### src/hw/rtl/tac_pkg.sv
// Package for the token admission control block: status and opcode codes,
// register indexes, sequencer states and the structs between top and id table.
// No dependencies.
package tac_pkg;

  localparam int unsigned MaxEntriesDefault = 16;
  localparam int unsigned IdBitsDefault     = 32;

  localparam int unsigned FrameIdW   = 32;
  localparam int unsigned TokenW     = 5;
  localparam int unsigned IdxMaxW    = 8;
  localparam int unsigned CfgAddrW   = 3;
  localparam int unsigned CfgDataW   = 32;

  localparam logic [TokenW-1:0] TokenLimitReset = 5'd16;

  localparam logic OpAdmit  = 1'b0;
  localparam logic OpReturn = 1'b1;

  localparam logic RegTokenLimit = 1'b0;
  localparam logic RegBlockMode  = 1'b1;

  typedef enum logic [2:0] {
    StatusAdmitted  = 3'd0,
    StatusDropped   = 3'd1,
    StatusHeld      = 3'd2,
    StatusAlready   = 3'd3,
    StatusReturned  = 3'd4,
    StatusNotIssued = 3'd5
  } status_e;

  typedef enum logic [1:0] {
    StIdle,
    StSearch,
    StFinish
  } state_e;

  typedef struct packed {
    logic               en;
    logic               set;
    logic [IdxMaxW-1:0] idx;
  } upd_t;

  typedef struct packed {
    logic               done;
    logic               hit;
    logic [IdxMaxW-1:0] hit_idx;
    logic               free;
    logic [IdxMaxW-1:0] free_idx;
  } search_t;

endpackage

### src/hw/rtl/tac_if.sv
// Stream interfaces for admit/return requests and their results.
// Depends on tac_pkg for field widths.
interface tac_req_if;
  logic                          valid;
  logic                          ready;
  logic                          opcode;
  logic [tac_pkg::FrameIdW-1:0]  pkt_id;
  logic                          already_controlled;

  modport source (output valid, opcode, pkt_id, already_controlled, input ready);
  modport sink   (input valid, opcode, pkt_id, already_controlled, output ready);
endinterface

interface tac_rsp_if;
  logic                          valid;
  logic                          ready;
  logic [2:0]                    status;
  logic [tac_pkg::TokenW-1:0]    tokens_free;
  logic [tac_pkg::FrameIdW-1:0]  echo_id;

  modport source (output valid, status, tokens_free, echo_id, input ready);
  modport sink   (input valid, status, tokens_free, echo_id, output ready);
endinterface

### src/hw/rtl/tac_id_table.sv
// Table of issued frame ids with valid bits and a serial search unit.
// One entry is read and compared per cycle. Depends on tac_pkg.
module tac_id_table #(
  parameter int unsigned MAX_ENTRIES = tac_pkg::MaxEntriesDefault,
  parameter int unsigned ID_BITS     = tac_pkg::IdBitsDefault
) (
  input  logic               clk_i,
  input  logic               rst_ni,
  input  logic               start_i,
  input  logic [ID_BITS-1:0] key_i,
  input  tac_pkg::upd_t      upd_i,
  output tac_pkg::search_t   res_o
);

  localparam int unsigned IdxW = (MAX_ENTRIES > 1) ? $clog2(MAX_ENTRIES) : 1;
  localparam logic [IdxW-1:0] LastIdx = IdxW'(MAX_ENTRIES - 1);

  logic [ID_BITS-1:0]     mem [MAX_ENTRIES];
  logic [MAX_ENTRIES-1:0] valid_q;
  logic [ID_BITS-1:0]     key_q, key_d;
  logic [ID_BITS-1:0]     rd_q;
  logic                   scan_q, scan_d;
  logic [IdxW-1:0]        idx_q, idx_d;
  logic                   cmp_vld_q, cmp_vld_d;
  logic                   cmp_last_q, cmp_last_d;
  logic [IdxW-1:0]        cmp_idx_q, cmp_idx_d;
  logic                   hit_q, hit_d;
  logic [IdxW-1:0]        hit_idx_q, hit_idx_d;
  logic                   free_q, free_d;
  logic [IdxW-1:0]        free_idx_q, free_idx_d;
  logic                   done_q, done_d;
  logic [IdxW-1:0]        upd_idx;

  assign upd_idx = upd_i.idx[IdxW-1:0];

  always_ff @(posedge clk_i) begin
    if (upd_i.en && upd_i.set) begin
      mem[upd_idx] <= key_q;
    end
    rd_q <= mem[idx_q];
  end

  always_ff @(posedge clk_i or negedge rst_ni) begin
    if (!rst_ni) begin
      valid_q <= '0;
    end else if (upd_i.en) begin
      valid_q[upd_idx] <= upd_i.set;
    end
  end

  always_comb begin
    key_d      = key_q;
    scan_d     = scan_q;
    idx_d      = idx_q;
    cmp_vld_d  = scan_q;
    cmp_idx_d  = idx_q;
    cmp_last_d = scan_q && (idx_q == LastIdx);
    hit_d      = hit_q;
    hit_idx_d  = hit_idx_q;
    free_d     = free_q;
    free_idx_d = free_idx_q;
    done_d     = cmp_vld_q && cmp_last_q;

    if (scan_q) begin
      idx_d = idx_q + IdxW'(1);
      if (idx_q == LastIdx) begin
        scan_d = 1'b0;
      end
    end

    if (cmp_vld_q) begin
      if (valid_q[cmp_idx_q] && (rd_q == key_q) && !hit_q) begin
        hit_d     = 1'b1;
        hit_idx_d = cmp_idx_q;
      end
      if (!valid_q[cmp_idx_q] && !free_q) begin
        free_d     = 1'b1;
        free_idx_d = cmp_idx_q;
      end
    end

    if (start_i) begin
      key_d  = key_i;
      scan_d = 1'b1;
      idx_d  = '0;
      hit_d  = 1'b0;
      free_d = 1'b0;
    end
  end

  always_ff @(posedge clk_i or negedge rst_ni) begin
    if (!rst_ni) begin
      scan_q     <= 1'b0;
      idx_q      <= '0;
      cmp_vld_q  <= 1'b0;
      cmp_last_q <= 1'b0;
      cmp_idx_q  <= '0;
      hit_q      <= 1'b0;
      free_q     <= 1'b0;
      done_q     <= 1'b0;
    end else begin
      scan_q     <= scan_d;
      idx_q      <= idx_d;
      cmp_vld_q  <= cmp_vld_d;
      cmp_last_q <= cmp_last_d;
      cmp_idx_q  <= cmp_idx_d;
      hit_q      <= hit_d;
      free_q     <= free_d;
      done_q     <= done_d;
    end
  end

  always_ff @(posedge clk_i) begin
    key_q      <= key_d;
    hit_idx_q  <= hit_idx_d;
    free_idx_q <= free_idx_d;
  end

  assign res_o.done     = done_q;
  assign res_o.hit      = hit_q;
  assign res_o.hit_idx  = tac_pkg::IdxMaxW'(hit_idx_q);
  assign res_o.free     = free_q;
  assign res_o.free_idx = tac_pkg::IdxMaxW'(free_idx_q);

endmodule

### src/hw/rtl/token_admission_control_top.sv
// Token admission control gate: request/result streams, APB register port.
// Depends on tac_pkg, tac_if and tac_id_table.
//
// One request is taken at a time. An admit that carries a flow control mark,
// or finds no token free, goes straight to the finish state. Any other
// admit and every return searches the issued-id table, one entry per cycle
// through its single read port, and answers from the finish state once the
// search is done. A new request is taken as soon as the previous one has
// left the sequencer, even while its result still waits in the output
// register. Writing token_limit reloads the free token count to
// min(token_limit, MAX_ENTRIES); issued entries stay.
module token_admission_control_top #(
  parameter int unsigned MAX_ENTRIES = tac_pkg::MaxEntriesDefault,
  parameter int unsigned ID_BITS     = tac_pkg::IdBitsDefault
) (
  input  logic                           clk_i,
  input  logic                           rst_ni,
  tac_req_if.sink                        req_i,
  tac_rsp_if.source                      rsp_o,
  input  logic                           psel,
  input  logic                           penable,
  input  logic                           pwrite,
  input  logic [tac_pkg::CfgAddrW-1:0]   paddr,
  input  logic [tac_pkg::CfgDataW-1:0]   pwdata,
  output logic [tac_pkg::CfgDataW-1:0]   prdata,
  output logic                           pready
);

  localparam int unsigned TokenW = tac_pkg::TokenW;
  localparam logic [5:0]  MaxClip = (MAX_ENTRIES > 31) ? 6'd31 : 6'(MAX_ENTRIES);

  function automatic logic [TokenW-1:0] clip_limit(logic [TokenW-1:0] v);
    return ({1'b0, v} > MaxClip) ? MaxClip[TokenW-1:0] : v;
  endfunction

  tac_pkg::state_e         state_q, state_d;
  logic [TokenW-1:0]       limit_q, limit_d;
  logic                    block_q, block_d;
  logic [TokenW-1:0]       count_q, count_d;
  logic                    op_q, op_d;
  logic                    marked_q, marked_d;
  logic [tac_pkg::FrameIdW-1:0] id_q, id_d;
  logic                    rsp_vld_q, rsp_vld_d;
  tac_pkg::status_e        rsp_status_q, rsp_status_d;
  logic [TokenW-1:0]       rsp_tokens_q, rsp_tokens_d;
  logic [tac_pkg::FrameIdW-1:0] rsp_id_q, rsp_id_d;
  logic                    cfg_we;
  logic                    start;
  logic [ID_BITS-1:0]      key;
  logic [TokenW-1:0]       eff_limit;
  tac_pkg::upd_t           upd;
  tac_pkg::search_t        res;

  assign pready   = 1'b1;
  assign cfg_we   = psel && penable && pwrite;
  assign key      = ID_BITS'(req_i.pkt_id);
  assign eff_limit = clip_limit(limit_q);

  always_comb begin
    unique case (paddr[2])
      tac_pkg::RegTokenLimit: prdata = tac_pkg::CfgDataW'(limit_q);
      tac_pkg::RegBlockMode:  prdata = tac_pkg::CfgDataW'(block_q);
      default:                prdata = '0;
    endcase
  end

  tac_id_table #(
    .MAX_ENTRIES (MAX_ENTRIES),
    .ID_BITS     (ID_BITS)
  ) u_id_table (
    .clk_i   (clk_i),
    .rst_ni  (rst_ni),
    .start_i (start),
    .key_i   (key),
    .upd_i   (upd),
    .res_o   (res)
  );

  always_comb begin
    state_d      = state_q;
    limit_d      = limit_q;
    block_d      = block_q;
    count_d      = count_q;
    op_d         = op_q;
    marked_d     = marked_q;
    id_d         = id_q;
    rsp_vld_d    = rsp_vld_q && !rsp_o.ready;
    rsp_status_d = rsp_status_q;
    rsp_tokens_d = rsp_tokens_q;
    rsp_id_d     = rsp_id_q;
    req_i.ready  = 1'b0;
    start        = 1'b0;
    upd          = '0;

    if (cfg_we) begin
      unique case (paddr[2])
        tac_pkg::RegTokenLimit: begin
          limit_d = pwdata[TokenW-1:0];
          count_d = clip_limit(pwdata[TokenW-1:0]);
        end
        tac_pkg::RegBlockMode: begin
          block_d = pwdata[0];
        end
        default: ;
      endcase
    end

    unique case (state_q)
      tac_pkg::StIdle: begin
        req_i.ready = 1'b1;
        if (req_i.valid) begin
          op_d     = req_i.opcode;
          marked_d = req_i.already_controlled;
          id_d     = req_i.pkt_id;
          if ((req_i.opcode == tac_pkg::OpReturn) ||
              (!req_i.already_controlled && (count_q != '0))) begin
            start   = 1'b1;
            state_d = tac_pkg::StSearch;
          end else begin
            state_d = tac_pkg::StFinish;
          end
        end
      end
      tac_pkg::StSearch: begin
        if (res.done) begin
          state_d = tac_pkg::StFinish;
        end
      end
      tac_pkg::StFinish: begin
        if (!rsp_vld_q || rsp_o.ready) begin
          state_d   = tac_pkg::StIdle;
          rsp_vld_d = 1'b1;
          rsp_id_d  = id_q;
          if (op_q == tac_pkg::OpAdmit) begin
            priority if (marked_q) begin
              rsp_status_d = tac_pkg::StatusAlready;
            end else if (count_q == '0) begin
              rsp_status_d = block_q ? tac_pkg::StatusHeld : tac_pkg::StatusDropped;
            end else if (res.hit) begin
              rsp_status_d = tac_pkg::StatusAdmitted;
              count_d      = count_q - TokenW'(1);
            end else if (res.free) begin
              rsp_status_d = tac_pkg::StatusAdmitted;
              count_d      = count_q - TokenW'(1);
              upd.en       = 1'b1;
              upd.set      = 1'b1;
              upd.idx      = res.free_idx;
            end else begin
              rsp_status_d = tac_pkg::StatusDropped;
            end
          end else begin
            if (res.hit) begin
              rsp_status_d = tac_pkg::StatusReturned;
              upd.en       = 1'b1;
              upd.set      = 1'b0;
              upd.idx      = res.hit_idx;
              if (count_q < eff_limit) begin
                count_d = count_q + TokenW'(1);
              end
            end else begin
              rsp_status_d = tac_pkg::StatusNotIssued;
            end
          end
          rsp_tokens_d = count_d;
        end
      end
      default: begin
        state_d = tac_pkg::StIdle;
      end
    endcase
  end

  always_ff @(posedge clk_i or negedge rst_ni) begin
    if (!rst_ni) begin
      state_q   <= tac_pkg::StIdle;
      limit_q   <= tac_pkg::TokenLimitReset;
      block_q   <= 1'b0;
      count_q   <= clip_limit(tac_pkg::TokenLimitReset);
      rsp_vld_q <= 1'b0;
    end else begin
      state_q   <= state_d;
      limit_q   <= limit_d;
      block_q   <= block_d;
      count_q   <= count_d;
      rsp_vld_q <= rsp_vld_d;
    end
  end

  always_ff @(posedge clk_i) begin
    op_q         <= op_d;
    marked_q     <= marked_d;
    id_q         <= id_d;
    rsp_status_q <= rsp_status_d;
    rsp_tokens_q <= rsp_tokens_d;
    rsp_id_q     <= rsp_id_d;
  end

  assign rsp_o.valid       = rsp_vld_q;
  assign rsp_o.status      = rsp_status_q;
  assign rsp_o.tokens_free = rsp_tokens_q;
  assign rsp_o.echo_id     = rsp_id_q;

endmodule

### src/flat_wrapper.sv
// flat-port wrapper written by rule: the top's interface ports become plain ports
module token_admission_control_top_flat 
#(
  parameter int unsigned MAX_ENTRIES = tac_pkg::MaxEntriesDefault,
  parameter int unsigned ID_BITS     = tac_pkg::IdBitsDefault
)
  (clk_i, rst_ni, psel, penable, pwrite, paddr, pwdata, prdata, pready, req_i_valid, req_i_opcode, req_i_pkt_id, req_i_already_controlled, req_i_ready, rsp_o_valid, rsp_o_status, rsp_o_tokens_free, rsp_o_echo_id, rsp_o_ready);
  tac_req_if req_i_i ();
  tac_rsp_if rsp_o_i ();
  input  logic clk_i;
  input  logic rst_ni;
  input  logic psel;
  input  logic penable;
  input  logic pwrite;
  input  logic [tac_pkg::CfgAddrW-1:0] paddr;
  input  logic [tac_pkg::CfgDataW-1:0] pwdata;
  output logic [tac_pkg::CfgDataW-1:0] prdata;
  output logic pready;
  input wire logic [$bits(req_i_i.valid)-1:0] req_i_valid;
  input wire logic [$bits(req_i_i.opcode)-1:0] req_i_opcode;
  input wire logic [$bits(req_i_i.pkt_id)-1:0] req_i_pkt_id;
  input wire logic [$bits(req_i_i.already_controlled)-1:0] req_i_already_controlled;
  output wire logic [$bits(req_i_i.ready)-1:0] req_i_ready;
  output wire logic [$bits(rsp_o_i.valid)-1:0] rsp_o_valid;
  output wire logic [$bits(rsp_o_i.status)-1:0] rsp_o_status;
  output wire logic [$bits(rsp_o_i.tokens_free)-1:0] rsp_o_tokens_free;
  output wire logic [$bits(rsp_o_i.echo_id)-1:0] rsp_o_echo_id;
  input wire logic [$bits(rsp_o_i.ready)-1:0] rsp_o_ready;
  assign req_i_i.valid = req_i_valid;
  assign req_i_i.opcode = req_i_opcode;
  assign req_i_i.pkt_id = req_i_pkt_id;
  assign req_i_i.already_controlled = req_i_already_controlled;
  assign req_i_ready = req_i_i.ready;
  assign rsp_o_valid = rsp_o_i.valid;
  assign rsp_o_status = rsp_o_i.status;
  assign rsp_o_tokens_free = rsp_o_i.tokens_free;
  assign rsp_o_echo_id = rsp_o_i.echo_id;
  assign rsp_o_i.ready = rsp_o_ready;
  token_admission_control_top #(.MAX_ENTRIES(MAX_ENTRIES), .ID_BITS(ID_BITS)) u_core (.clk_i(clk_i), .rst_ni(rst_ni), .req_i(req_i_i), .rsp_o(rsp_o_i), .psel(psel), .penable(penable), .pwrite(pwrite), .paddr(paddr), .pwdata(pwdata), .prdata(prdata), .pready(pready));
endmodule
### config.mk
export PLATFORM = sky130hd
export DESIGN_NAME = token_admission_control_top_flat
export DESIGN_NICKNAME = d
export VERILOG_FILES = /design/src/hw/rtl/tac_pkg.sv /design/src/hw/rtl/tac_if.sv /design/src/hw/rtl/tac_id_table.sv /design/src/hw/rtl/token_admission_control_top.sv /design/src/flat_wrapper.sv
export SDC_FILE = /design/constraint.sdc
export NUM_CORES = 1
export LEC_CHECK = 0
export BUFFER_PORTS_ARGS = -buffer_cell sky130_fd_sc_hd__buf_2
export CAP_MARGIN = 20
export CORE_ASPECT_RATIO = 0.75
export CORE_UTILIZATION = 30
export DETAILED_ROUTE_END_ITERATION = 7
export GPL_TIMING_DRIVEN = 0
export SYNTH_ARGS = -nofsm -noshare
export SYNTH_HDL_FRONTEND = slang
export SYNTH_HIERARCHICAL = 1
export SYNTH_SLANG_ARGS = --single-unit
### constraint.sdc
create_clock -name clk_i -period 11.6 [get_ports clk_i]
set_input_delay 1.16 -clock clk_i [delete_from_list [all_inputs] [get_ports clk_i]]
set_output_delay 1.16 -clock clk_i [all_outputs]
set_load 0.1 [all_outputs]
* Word-level counts from Yosys, hierarchy flattened *
Memory sizes are Yosys's and may differ from the RTL's. A register that Yosys moved wholly into a read port is not among the register bits.
Index checks and enable logic that the tools add are counted.

storage, ports and cells
  memories kept = 1
  register bits = 158
  input bits = 76
  RAM bits = 512

operators by class
  bitwise gates (word level) = 1
  reductions and logical operators = 35
  magnitude comparators = 6
  add/subtract/negate cells = 3
  eq/ne operators = 7
  muxes and demuxes = 58

memories
  memory                 depth  bits a word  read ports  clocked after Yosys merged registers in  write ports  line                text
  u_core.u_id_table.mem  16     32           1           1                                        1            tac_id_table.sv:18  logic [ID_BITS-1:0] mem [MAX_ENTRIES];

operators with widths
  kind                                                                          number
  10-bit two-way mux                                                            8
  5-bit two-way mux                                                             13
  32-bit one-hot mux with 2 select lines                                        1
  32-bit == test                                                                1
  1-bit two-way mux                                                             21
  16-bit bitwise mux                                                            1
  2-bit AND reduction                                                           8
  3-bit two-way mux                                                             4
  1-bit logical AND                                                             11
  5-bit > comparator, second input constant                                     2
  4-bit by 5-bit less-than comparator with 1-bit output, second input constant  2
  2-bit two-way mux                                                             5
  4-bit two-way mux                                                             2
  2-bit nonzero test                                                            4
  1-bit zero test                                                               6
  2-bit one-hot mux with 3 select lines                                         1
  5-bit by 1-bit adder with 5-bit output, second input constant                 1
  5-bit zero test                                                               1
  5-bit less-than comparator                                                    1
  5-bit nonzero test                                                            1
  5-bit by 1-bit subtractor with 5-bit output, second input constant            1
  4-bit by 1-bit adder with 4-bit output, second input constant                 1
  1-bit binary-select mux with 4-bit select                                     1
  1-bit demux with 4-bit select                                                 1
  other kinds (10)                                                              12

* Depth between registers and ports, before layout *
Gate-level depths: netlist of the first run.

  depth after elaboration = 12
  mapped depth = 11
  depth with buffers taken out = 10

* By module *
The synthesis of the first run kept the hierarchy.

by module, submodules not included
  module                       sequential area each (µm²)  cells an instance  area each (µm²)  times used
  tac_id_table                 17967.2                     979                22927.0          1
  token_admission_control_top  2575.0                      272                3936.3           1

* Worst setup path before layout of the first run *
No wires, ideal clock.

  kind = input-to-reg
  from = input rsp_o_ready
  to = memory u_core/u_id_table/mem[2][0] (netlist bit) (enable)
  required time = 11.177 ns
  stages on the path = 9
  arrival time = 4.691 ns
  path slack = 6.487 ns
  path through = nand2b_1 -> nor2b_1 -> buf_2 -> nand2_1 -> nor2_1 -> nand2_1 -> or2_2 -> clkbuf_1 -> nor2_1

RTL lines
  item             line                text
  start, declared  flat_wrapper.sv:28  input wire logic [$bits(rsp_o_i.ready)-1:0] rsp_o_ready;
  end, declared    tac_id_table.sv:18

==> impl_metrics.ini, run 1 <==
[global_route]
grt_pass1_vias = 13000
antenna_found_initial = 1
grt_pass1_wl_um = 87600
globalRouteTotalUtil = 0.134
grt_max_degree = 45
overflow = 0

[power_and_ir_drop]
pwr-share-clk = 0.332
leakagePower_nw = 10.4
swShare = 0.281
p_sw_w = 0.00195
seqPwrFrac = 0.441
ir_worst_vdd_v = 0.000109
power_w = 0.00695
p_int_w = 0.00500
combPwrFrac = 0.227
p_per_area_nw_per_um2 = 219

[detailed_routing]
wirelength_um = 59800
drc = 0
vias_per_cell = 4.76
vias = 12700
firstDrtPassIters = 5
drtIter0Drc = 1233
wl_per_cell_um = 22.4
antenna_left = 0

[job]
maxCapViolations = 0

[die]
dieArea_um2 = 90400
die-height_um = 261
die_w_um = 347
rows = 94
floorplan.initialDensity = 0.304
boundaryPins = 151
core_um2 = 88000

[clock_tree]
post_cts_buffers = 0
postCtsResizedCells = 0
clkTransAtPathRegs_ns = 0.06
clock_path_buffers = 3
ctsRootBufferMaster = clkbuf_16
cts_tree = yes
h-tree-depth = 3
numCtsBuffers = 74
holdBufCountCts = 0
clock-sinks = 702
clk_latency_ns = 0.62

[place]
portBuffers = 93
post-dp-hpwl_um = 38200
globalplace.congestion = 0.804
dp.cells = 2525

[sta]
hold_ws_ns = 0.381
slew_viol_final = 0
final.setup.tns_ns = 0
finalCriticalPeriod_ns = 4.68
tightest_slew_ns = 1.04
setup_violations = 0
fmax_mhz = 214
fin_worst_skew_ns = 0.0230
slew_headroom = 0.305
rsz0062_at_grt = false
hold_violations = 0
fin_crit_sh = 0.403

[synthesis]
ys_warn_count = 6
synthCells = 1234
postSynthAreaPerCell_um2 = 21.7
syn_area_um2 = 26700

[final_layout]
fill_cells = 8069
final_nets = 1536
stdcell_count = 2666
final_util = 0.361
area_growth_pct = 18.7
antennaDiodeCount = 0
drive_above_1_share = 0.320

[worst_hold_path]
min_path_type = flip-flop to flip-flop
hold_path_startpoint = u_core/u_id_table/cmp_idx_d[2]$_DFFE_PN0P_
hold_end = u_core/u_id_table/cmp_idx_q[2]$_DFF_PN0_
worstHoldPathCells = 0

[worst_setup_path]
r2r-start = u_core/state_q[0]$_DFFE_PN0P_
rr_worst_depth = 9
ff2ff_setup_slack_ns = 7.11
cp_max_fo = 33
required_ns = 11.90
cp-end-kind = flip-flop
path_class = input port to flip-flop
critPathLaunchType = input port
cp.arrival_ns = 4.98
r2r_end = u_core/u_id_table/mem[14][10]$_DFFE_PP_

[status]
run_status = complete, no violations
worst max-delay path by stage:
stage	startpoint	end	cells after the start
floorplan	rsp_o_ready	u_core/u_id_table/mem[2][0]$_DFFE_PP_	9
global placement	rsp_o_ready	u_core/u_id_table/mem[2][14]$_DFFE_PP_	10
detailed placement	rsp_o_ready	u_core/u_id_table/mem[14][14]$_DFFE_PP_	10
CTS	rsp_o_ready	u_core/u_id_table/mem[14][10]$_DFFE_PP_	10
global route	rsp_o_ready	u_core/u_id_table/mem[14][10]$_DFFE_PP_	10
finish	rsp_o_ready	u_core/u_id_table/mem[14][10]$_DFFE_PP_	10
per-layer routing:
metal	GRT usage	vias up	part of all wire
li1	-	5452	-
met1	0.191	6742	0.46
met2	0.205	412	0.46
met3	0.0287	86	0.064
met4	0.0354	2	0.018
met5	0.00785	-	0.0016
final cells by class:
cell class | instances | area (um2) | area share
Sequential cell | 702 | 20500 | 0.647
Multi-Input combinational cell | 471 | 5870 | 0.185
Clock buffer | 106 | 2050 | 0.0647
Tap cell | 1152 | 1440 | 0.0454
Timing Repair Buffer | 117 | 966 | 0.0304
Buffer | 81 | 529 | 0.0167
Clock inverter | 31 | 308 | 0.00970
Inverter | 6 | 22.5 | 0.000710
state kept, by name (all words and copies together) (netlist names), 3 cells and up:
register / flops
u_core/u_id_table/mem: 512
u_core/id_q: 32
u_core/rsp_o.echo_id: 32
u_core/u_id_table/key_q: 32
u_core/u_id_table/rd_q: 32
u_core/u_id_table/valid_q: 16
u_core/count_q: 5
u_core/limit_q: 5
u_core/rsp_o.tokens_free: 5
u_core/u_id_table/cmp_idx_d: 4
u_core/u_id_table/cmp_idx_q: 4
u_core/u_id_table/free_idx_q: 4
u_core/u_id_table/hit_idx_q: 4
u_core/rsp_o.status: 3
metrics by stage:
step	cell area, um2	setup WS (ns)
final	31700	6.92
after global routing	31700	6.50
after floorplan	26800	6.60
after global placement	28700	3.40
after CTS	31700	6.87
after detailed placement	29300	6.23
power by group through the flow:
stage          combinational, W  clock (W)  sequential (W)
4_1_cts                 0.00159    0.00238         0.00307
2_1_floorplan           0.00112          0         0.00311
3_3_place_gp            0.00156          0         0.00311
6_report                0.00158    0.00231         0.00307
3_5_place_dp            0.00158          0         0.00312
5_1_grt                 0.00168    0.00247         0.00309
cells in the final DEF, fill, tap and decap left out, types with 5 or more instances in the layout:
master and instances:
edfxtp_1 626, nor4_1 16, a21o_1 12, buf_12 15, clkinvlp_4 5, nor3b_1 6, dfrtp_1 42, mux2i_1 13
clkinv_2 11, buf_6 13, nor2_1 26, clkbuf_16 76, nand4_1 5, buf_2 100, nand2_1 30, nor2b_1 12
o21ai_0 13, dfxtp_1 32, nand2b_1 9, xor2_1 36, ha_1 7, buf_1 16, a21oi_1 7, mux4_2 164
buf_4 32, nand3_1 9, mux2_2 10, buf_16 6, conb_1 28, nor2_4 16, clkbuf_1 40
worst max-delay path, stage by stage:
cell	delay, ns
buf_2	0.07
nand2b_1	0.13
nor2b_1	0.36
buf_4	0.40
buf_16	0.27
nor2b_1	0.21
nor4b_1	0.67
nand3_1	0.56
nor2_4	0.85
buf_16	0.26
No activity file was read; power rests on OpenSTA's default activity.
==> run 2: changes to the inputs <==
clock period = 4.6 ns   (was 11.6 ns; I/O delays follow)
==> impl_metrics.ini, run 2 (same netlist as run 1, synthesis figures left out) <==
[final_layout]
antennaDiodeCount = 0
area_growth_pct = 19.6
layout_common_cells = edfxtp_1 (626), mux4_2 (164), buf_2 (100)
largest-register = u_core/u_id_table/mem
largest_register_ffs = 512
final_nets = 1548
final_common_cell = edfxtp_1
drive_above_1_share = 0.323
final_cell_area_um2 = 32000
fill_cells = 7990

[worst_hold_path]
hold_end = u_core/id_q[18]$_DFFE_PP_
worstHoldPathCells = 1
hold_path_startpoint = req_i_pkt_id[18]
min_path_type = input port to flip-flop

[detailed_routing]
drc = 0
drtIter0Drc = 1104
vias = 12600
wirelength_um = 59800
firstDrtPassIters = 6
vias_per_cell = 4.72
wl_per_cell_um = 22.3
antenna_left = 0

[power_and_ir_drop]
p_int_w = 0.0128
p_per_area_nw_per_um2 = 555
leakagePower_nw = 10.5
ir_worst_vdd_v = 0.000265
combPwrFrac = 0.224
power_w = 0.0177
p_sw_w = 0.00497
seqPwrFrac = 0.436
swShare = 0.280
pwr-share-clk = 0.341

[die]
die-height_um = 261
boundaryPins = 151
die_w_um = 347
floorplan.initialDensity = 0.304
rows = 94
dieArea_um2 = 90400
core_um2 = 88000

[place]
post-place-ws_ns = 0.164
post-dp-hpwl_um = 37600
placed_cell_area_um2 = 29300
portBuffers = 93
globalplace.congestion = 0.812

[sta]
fin_crit_sh = 0.910
fin_ws_ns = 0.412
slew_headroom = 0.332
hold_violations = 0
fmax_mhz = 239
hold_ws_ns = 0.0399
slew_viol_final = 0
fin_worst_skew_ns = 0.0253
finalCriticalPeriod_ns = 4.19
final.setup.tns_ns = 0
setup_violations = 0
rsz0062_at_grt = false
tightest_slew_ns = 1.00

[worst_setup_path]
critPathMaxStageDelay_ns = 0.89
r2r_end = u_core/u_id_table/mem[6][13]$_DFFE_PP_
path_class = flip-flop to flip-flop
crit_family = simple AND/OR/NAND/NOR gates
cp.arrival_ns = 4.51
cp-end-kind = flip-flop
path_depth = 9
crit_buf_inv = 2
critPathLaunchType = flip-flop
cp_max_fo = 23
path_cells = nand2b_1, nor2b_1, buf_4, nand2_1, nor2_1, nor2b_1, nand2_1, nor2_4, buf_16
cpMaxStageDelayCell = nor2_4
required_ns = 4.92
r2r-start = u_core/state_q[0]$_DFFE_PN0P_
rr_worst_depth = 9
ff2ff_setup_slack_ns = 0.41

[clock_tree]
clkTransAtPathRegs_ns = 0.06
postCtsResizedCells = 0
ctsRootBufferMaster = clkbuf_16
clk_latency_ns = 0.62
numCtsBuffers = 74
clock-sinks = 702
h-tree-depth = 3
clock_path_buffers = 3
cts_tree = yes

[global_route]
globalRouteTotalUtil = 0.134
antenna_found_initial = 1
grt_pass1_vias = 13200
overflow = 0
grt_pass1_wl_um = 87800
grt_max_degree = 45

[status]
run_status = complete, no violations

[job]
maxCapViolations = 0
-- run 2: final cells by class --
class / instances / area [um2] / area share
plain buffers: 81 / 529 / 0.0165
clock buffers: 95 / 2010 / 0.0630
clock inverters: 42 / 460 / 0.0144
inverters: 6 / 22.5 / 0.000704
multi-input cells: 471 / 5870 / 0.184
flip-flops and latches: 702 / 20500 / 0.642
well taps: 1152 / 1440 / 0.0451
repair buffers: 129 / 1110 / 0.0346
-- run 2: power by group through the flow --
| stage | Sequential (W) | Combinational (W) | Clock (W) |
|---|---|---|---|
| after CTS | 0.00773 | 0.00401 | 0.00624 |
| after detailed placement | 0.00786 | 0.00399 | 0 |
| after global placement | 0.00785 | 0.00392 | 0 |
| after global routing | 0.00778 | 0.00425 | 0.00646 |
| final | 0.00773 | 0.00397 | 0.00605 |
| after floorplan | 0.00784 | 0.00281 | 0 |
-- run 2: how the worst max path moves through the flow --
stage / to / startpoint / slack [ns]
global route: u_core/u_id_table/mem[6][13]$_DFFE_PP_ / u_core/state_q[0]$_DFFE_PN0P_ / 0.08
CTS: u_core/u_id_table/mem[12][24]$_DFFE_PP_ / u_core/state_q[0]$_DFFE_PN0P_ / 0.27
finish: u_core/u_id_table/mem[6][13]$_DFFE_PP_ / u_core/state_q[0]$_DFFE_PN0P_ / 0.41
global placement: u_core/u_id_table/mem[4][15]$_DFFE_PP_ / rsp_o_ready / -2.96
floorplan: u_core/u_id_table/mem[10][0]$_DFFE_PP_ / u_core/rsp_o.valid$_DFF_PN0_ / -0.09
detailed placement: u_core/u_id_table/mem[12][18]$_DFFE_PP_ / rsp_o_ready / 0.16
-- run 2: metrics by stage --
step            util  cells
6_report       0.364   2678
5_1_grt        0.364   2678
4_1_cts        0.362   2669
3_5_place_dp   0.333   2525
3_3_place_gp   0.327   2505
2_1_floorplan      -   1260
-- run 2: metal layers --
layer,GRT usage,part of all wire,vias to the layer above
li1,-,-,5501
met1,0.182,0.44,6623
met2,0.214,0.47,422
met3,0.0287,0.063,83
met4,0.0419,0.023,0
met5,0,0,-
-- run 2: timing repair --
item / CTS / global route
endpoints found under the setup margin: 0 / 28
hold buffers: 7 / 1
setup buffers: 0 / 5
hold endpoints to repair: 11 / 9
==> run 3: changes to the inputs <==
BUFFER_PORTS_ARGS = -buffer_cell sky130_fd_sc_hd__clkbuf_2   (was -buffer_cell sky130_fd_sc_hd__buf_2)
==> impl_metrics.ini, run 3 (same netlist as run 1, synthesis figures left out) <==
[detailed_routing]
firstDrtPassIters = 5
wl_per_cell_um = 22.3
drtIter0Drc = 1122
drc = 0
vias_per_cell = 4.76
wirelength_um = 59900
antenna_left = 0
vias = 12800

[global_route]
grt_max_degree = 41
globalRouteTotalUtil = 0.134
grt_pass1_wl_um = 87900
antenna_found_initial = 1
overflow = 0
grt_pass1_vias = 13100

[final_layout]
drive_above_1_share = 0.324
final_nets = 1555
layout_common_cells = edfxtp_1 (626), mux4_2 (164), clkbuf_2 (93)
final_cell_area_um2 = 32100
area_growth_pct = 20.0
antennaDiodeCount = 0
largest_register_ffs = 512
final_common_cell = edfxtp_1
largest-register = u_core/u_id_table/mem

[die]
die-height_um = 261
boundaryPins = 151
floorplan.initialDensity = 0.304
rows = 94
core_um2 = 88000
dieArea_um2 = 90400
die_w_um = 347

[sta]
final.setup.tns_ns = 0
fin_crit_sh = 0.932
fmax_mhz = 233
setup_violations = 0
tightest_slew_ns = 0.984
slew_headroom = 0.344
hold_violations = 0
fin_worst_skew_ns = 0.0300
slew_viol_final = 0
rsz0062_at_grt = false
hold_ws_ns = 0.0335
finalCriticalPeriod_ns = 4.29

[place]
placed_cell_area_um2 = 29400
globalplace.congestion = 0.812
portBuffers = 93
post-dp-hpwl_um = 38200

[clock_tree]
ctsRootBufferMaster = clkbuf_16
h-tree-depth = 3
clock-sinks = 702
clock_path_buffers = 3
numCtsBuffers = 74
cts_tree = yes
clk_latency_ns = 0.63
clkTransAtPathRegs_ns = 0.06

[worst_setup_path]
rr_worst_depth = 9
required_ns = 4.93
ff2ff_setup_slack_ns = 0.31
startpoint = u_core/state_q[0]$_DFFE_PN0P_
path_class = flip-flop to flip-flop
cp.arrival_ns = 4.62
cp-end-kind = flip-flop
r2r_end = u_core/u_id_table/mem[7][23]$_DFFE_PP_
r2r-start = u_core/state_q[0]$_DFFE_PN0P_
critPathLaunchType = flip-flop
cp_max_fo = 40

[power_and_ir_drop]
ir_worst_vdd_v = 0.000274
power_w = 0.0176
leakagePower_nw = 10.6
p_per_area_nw_per_um2 = 549

[worst_hold_path]
min_path_type = input port to flip-flop
hold_path_startpoint = req_i_pkt_id[19]
worstHoldPathCells = 1
hold_end = u_core/u_id_table/key_q[19]$_DFFE_PP_

[job]
maxCapViolations = 0

[status]
run_status = complete, no violations
run 3: changes by cell type in the layout (fill, tap and decap cells not counted), moves of 3 or more:
cell and change:
clkbuf_2 +93, dlygate4sd3_1 +3, clkinvlp_4 +3, buf_2 -93, clkinv_1 -3, clkbuf_1 +4
buf_16 +5
run 3: per-stage QoR:
stage               instances   util  worst slack, ns
floorplan                1260      -          -0.0933
detailed placement       2527  0.334           0.0121
global route             2685  0.365           0.0514
global placement         2505  0.327            -2.96
CTS                      2675  0.363           0.0940
finish                   2685  0.365            0.311
run 3: worst max-delay path, stage by stage, from the launching register on:
cell and delay, ns:
dfrtp_1 0.41, nand2b_1 0.19, nor2b_1 0.34, buf_4 0.37, buf_16 0.29, nand2_1 0.19
nor2_1 0.41, nand3_1 0.56, nor2_4 0.91, buf_16 0.25
run 3: final cells by class:
cell class / count / area, um2
fillers: 8051 / 55900
well taps: 1152 / 1440
plain buffers: 81 / 529
clock inverters: 36 / 372
multi-input cells: 471 / 5880
clock buffers: 101 / 2060
flip-flops and latches: 702 / 20500
inverters: 6 / 22.5
repair buffers: 136 / 1250
run 3: timing repair:
action | CTS | global route
endpoints found under the hold margin | 31 | 0
setup endpoints to repair | 0 | 132
setup buffers | 0 | 8
resized for setup | 0 | 1
hold buffers | 11 | 0
run 3: power by group:
group | total [W] | internal, W | switching, W
Combinational | 0.00397 | 0.00183 | 0.00215
Clock | 0.00592 | 0.00345 | 0.00247
Sequential | 0.00774 | 0.00741 | 0.000324
Total | 0.0176 | 0.0127 | 0.00494
run 3: how the worst max path moves through the flow:
stage                                                    to  slack, ns  cells past startpoint
floorplan            u_core/u_id_table/mem[10][0]$_DFFE_PP_      -0.09                      9
global placement     u_core/u_id_table/mem[6][15]$_DFFE_PP_      -2.96                      9
detailed placement  u_core/u_id_table/mem[12][13]$_DFFE_PP_       0.01                     10
CTS                 u_core/u_id_table/mem[12][18]$_DFFE_PP_       0.09                      9
global route         u_core/u_id_table/mem[7][19]$_DFFE_PP_       0.05                      9
finish               u_core/u_id_table/mem[7][23]$_DFFE_PP_       0.31                      9
run 3: routing by layer:
metal	GRT usage	share of wire	vias to the layer above
met2	0.214	0.47	402
met1	0.185	0.45	6773
met3	0.0288	0.057	89
met4	0.0360	0.022	0
li1	-	-	5506
met5	0	0	-
